$ cat config.mk
export PLATFORM = sky130hd
export DESIGN_NAME = sklst_cell
export DESIGN_NICKNAME = d
export VERILOG_FILES = /design/src/rtl/core/sklst_pkg.sv /design/src/rtl/core/sklst_cell.sv
export SDC_FILE = /design/constraint.sdc
export NUM_CORES = 1
export LEC_CHECK = 0
export BUFFER_PORTS_ARGS = -buffer_cell sky130_fd_sc_hd__buf_2
export CAP_MARGIN = 5
export CORE_UTILIZATION = 30
export CTS_CLUSTER_SIZE = 30
export DETAILED_ROUTE_END_ITERATION = 8
export PLACE_DENSITY_LB_ADDON = 0.25
export SYNTH_ARGS = -nofsm -noshare
export SYNTH_HDL_FRONTEND = slang
export SYNTH_SLANG_ARGS = --single-unit
$ cat constraint.sdc
create_clock -name clock -period 5.1 [get_ports clock]
set_input_delay 1.02 -clock clock [delete_from_list [all_inputs] [get_ports clock]]
set_output_delay 1.02 -clock clock [all_outputs]
set_load 0.05 [all_outputs]
$ cat src/rtl/core/sklst_pkg.sv
// Package for the sorted key list: field widths, action codes and the
// structs that pass between the top level and the storage cells.
// Depends on nothing; every other file imports it.
`default_nettype none

package sklst_pkg;

   localparam int KEY_W    = 32;
   localparam int ACTION_W = 2;
   localparam int OCC_W    = 7;

   typedef enum logic [ACTION_W-1:0] {
      ACT_INSERT = 2'd0,
      ACT_REMOVE = 2'd1,
      ACT_LOOKUP = 2'd2
   } action_type;

   // Broadcast to every cell in the cycle an action is taken.
   typedef struct packed {
      logic                    insert_en;
      logic                    remove_en;
      logic signed [KEY_W-1:0] key;
   } cell_cmd_type;

   // What a cell reports about its held key against the broadcast key.
   typedef struct packed {
      logic lt;
      logic eq;
   } cell_status_type;

endpackage

`default_nettype wire

$ cat src/rtl/core/sklst_cell.sv
// One storage cell of the sorted key list chain.
// Holds one key, compares it against the broadcast key and shifts with its
// neighbors on insert and remove. Depends on sklst_pkg.
`default_nettype none

module sklst_cell
   import sklst_pkg::*;
(
   input  wire logic                    clock,
   input  wire cell_cmd_type            cmd,
   input  wire logic                    occupied,
   input  wire logic                    left_lt,
   input  wire logic signed [KEY_W-1:0] left_key,
   input  wire logic signed [KEY_W-1:0] right_key,
   output cell_status_type              status,
   output logic signed [KEY_W-1:0]      key_out
);

   logic signed [KEY_W-1:0] key_ff;
   logic signed [KEY_W-1:0] key_in;

   assign status.lt = occupied && (key_ff < cmd.key);
   assign status.eq = occupied && (key_ff == cmd.key);
   assign key_out   = key_ff;

   // On insert, cells below the insertion point keep their key, the cell at
   // the point takes the new key, and cells above take their left neighbor.
   // On remove, every cell from the removed entry upward takes its right
   // neighbor.
   always_comb begin
      key_in = key_ff;
      if (cmd.insert_en) begin
         if (status.lt) begin
            key_in = key_ff;
         end else if (left_lt) begin
            key_in = cmd.key;
         end else begin
            key_in = left_key;
         end
      end else if (cmd.remove_en) begin
         if (!status.lt) begin
            key_in = right_key;
         end
      end
   end

   always_ff @(posedge clock) begin
      key_ff <= key_in;
   end

endmodule

`default_nettype wire

Yosys cells after proc, flatten, opt, wreduce, memory -nomap -nowiden --
Cells that the tools add are included.
Word-level totals: bits in registers 32, bits in latches 0, memory bits (writable) 0, ROM bits 0, input port bits 101, output and inout port bits 34, word-level logic and storage cells 13, memories 0
Cells by class: $add $sub $neg 0, multiply operators 0, divide/modulo/power cells 0, $lt $le $gt $ge 1, equality and inequality tests 1, shift operators 0, mux-type cells 5, bitwise operators 1, reduce and logical (&&, ||, !) cells 4
Operator list (count):
- $mux 32 | 5
- $eq 32x32->1 | 1
- $lt 32x32->1 | 1
- $logic_and 1x1->1 | 2
- $reduce_and 2->1 | 1
- $reduce_bool 2->1 | 1
- $not 1->1 | 1

Logic depth before layout (Yosys ltp) --
word-level depth 5, depth in mapped cells 8, mapped depth without buffers 8

Least setup slack after synthesis --
OpenSTA, ideal clock, no wires.
kind input port to flip-flop, from input cmd[14] in the netlist's numbering, to register key_ff[0] (netlist: key_out[0]) (enable), library setup time 441 ps, data arrival time 3937 ps, data required time 4659 ps, slack 721 ps, cell stages on the path 8, cell sequence inv_1 -> ha_1 -> nand4_2 -> nor4_2 -> a21bo_2 -> a31oi_4 -> nor2b_4 -> a31oi_1
On the way: word-level cells in the longest chain between the ends 4
RTL lines:
- start: declaration | line sklst_cell.sv:10 | input wire cell_cmd_type cmd,
- $lt 32x32->1 | line sklst_cell.sv:22 | assign status.lt = occupied && (key_ff < cmd.key);
- $logic_and 1x1->1 | line sklst_cell.sv:22
- $not 1->1 (no line)
- $reduce_and 2->1 (no line)
- end signal: assignment | line sklst_cell.sv:48 | key_ff <= key_in;
- end: declaration | line sklst_cell.sv:19 | logic signed [KEY_W-1:0] key_ff;
No other way between the ends. A chain may end at the register's enable or synchronous reset.

==> flow_metrics.tcl <==
set metrics [dict create \
    fin_nets 525 \
    vias 2295 \
    syn_avg_cell_area_um2 9.615 \
    crit_fanout 5 \
    whs_path_depth 2 \
    fp.dieH_um 93.29 \
    post-route-util_pct 42.97 \
    vias_per_cell 4.636 \
    ios 135 \
    rsz0062_at_grt "false" \
    hold_slack_ns 0.9806 \
    hold_violations 0 \
    dr.pass1.iters 4 \
    ctsHoldBuffers 0 \
    rows 32 \
    syn_inst 260 \
    initial_utilization_pct 31.69 \
    hpwl_um 5012 \
    endpoint_kind "primary output" \
    synth_nets 393 \
    clock_skew_ns 0.005900 \
    period_needed_ns 3.988 \
    io_buffers 134 \
    tightest_slew_ns 0.9811 \
    post_dp_cell_area_um2 3283 \
    die_x_um 93.29 \
    wirelength_um 6211 \
    r2r_cells 8 \
    antenna_found_initial 0 \
    period_share_pct 78.19 \
    power.leakage_nw 1.731 \
    synth_commonest_cells "a21oi_1, nor2_1" \
    cp_data_required_time_ns 4.08 \
    synthArstFlopShare_pct 0 \
    drc 0 \
    clk_latency_ns 0.28 \
    die_area_um2 8702 \
    netlist_area_um2 2500 \
    outcome "finished clean" \
    clock-sinks 32 \
    finalSetupTns_ns 0 \
    synth_area_leader_cell "edfxtp_1" \
    power_density_nw_per_um2 298.4 \
    yosys_register_bits 32 \
    slew_violations 0 \
    htree_num_levels 2 \
    path_class "primary input to primary output" \
    synth_area_leaders "edfxtp_1, ha_1, mux2i_1" \
    finalSetupViolCount 0 \
    yosysMostFrequentCell "a21oi_1" \
    synth-edff-count 32 \
    cp_data_arrival_time_ns 2.97 \
    drt-initial-drc-count 23 \
    cts_tree "built" \
    timing.fmax_ghz 0.2508 \
    coreArea_um2 7888 \
    grt_pass1_wl_um 10040 \
    antennaDiodeCount 0 \
    grt_pass1_vias 2235 \
    synth.top_cell.area_share_pct 38.44 \
    cts_made_buffers 5 \
    cts_buffer_depth 2 \
    overflow 0 \
    seq_area_frac_synth_pct 38.44 \
    grt_usage_pct 14.93 \
    area_growth_pct 35.59 \
    slew_headroom_pct 34.60 \
    hold_class "flip-flop to flip-flop" \
    gp_congestion 0.7338 \
    largest_reg_flops 32 \
    cts_resized 0 \
    maxCapViolCount 0 \
    ant_nets 0 \
    cts_root_buffer "clkbuf_8" \
    final_layout_size_suffix_gt1_share_pct 38.68 \
    total_power_mw 1.012 \
    yosysWarnings 0 \
    synth_cell_types 31 \
    post_cts_buffers 0 \
    routedWlPerCell_um 12.55 \
    clkTransAtPathRegs_ns 0.07 \
    peakVddDrop_mv 0.1423 \
    critPathLaunchType "primary input" \
    grt_max_degree 66 \
    design_area_um2 3390 \
    ys.flop_type "edfxtp_1" \
]
-- where the power goes --
group | internal, mW | switching (mW) | total, mW
sequential | 0.343 | 0.0198 | 0.363
combinational | 0.131 | 0.278 | 0.409
clock | 0.142 | 0.0967 | 0.239
total | 0.617 | 0.395 | 1.01
-- final cells by class --
class                      instances  area, um2
multi-input combinational        185       1389
timing repair buffer             136      685.7
clock inverter                     3      37.54
sequential                        32      960.9
inverter                          32      120.1
fill                             787       4498
tap                              102      127.6
clock buffer                       5      68.82
-- cells by family after synthesis --
family                   share of synthesized area, %
multiplexers                                    12.81
flip-flops                                      38.44
buffers and inverters                           6.607
adder cells (fa/ha/maj)                         16.02
AO/OA/AOI/OAI                                   13.61
AND/OR/NAND/NOR                                 12.51
-- placed cells by master, fill, tap and decap left out, drive strengths merged, types with 3 or more instances in the layout --
cell	synthesis	routed
nand3	3	3
clkbuf	7	5
nand2	10	10
nand4	5	5
inv	32	32
mux2i	32	32
edfxtp	32	32
buf	4	136
a21oi	45	45
nor2	36	36
ha	32	32
-- per-layer routing --
metal	wire length, um	up-vias	GRT usage, %
li1	-	1198	-
met1	2755	1022	18.07
met2	3046	67	26.16
met3	290	8	2.520
met4	119	0	6.026
met5	0	-	0
-- path summary, 6_finish.rpt --
kind	startpoint	to	slack, ns
max	cmd[31]	status[1]	1.11
min	key_out[31]	key_out[29]	0.98
max reg2reg	key_out[31]	key_out[18]	2.22
min reg2reg	key_out[31]	key_out[29]	0.98
-- worst max-delay path, stage by stage --
cell	delay, ns
buf_2	0.09
inv_1	0.04
ha_1	0.40
nand4_2	0.17
nor4_2	0.35
a221oi_1	0.13
nor3b_2	0.19
nor2b_4	0.14
o22ai_1	0.15
buf_2	0.29
-- per-stage QoR --
stage,std cells,setup slack (ns)
floorplan,260,0.7215
global placement,487,1.131
detailed placement,487,1.106
CTS,495,1.092
global route,495,1.019
finish,495,1.112
Power figures use the tool's default switching activity.
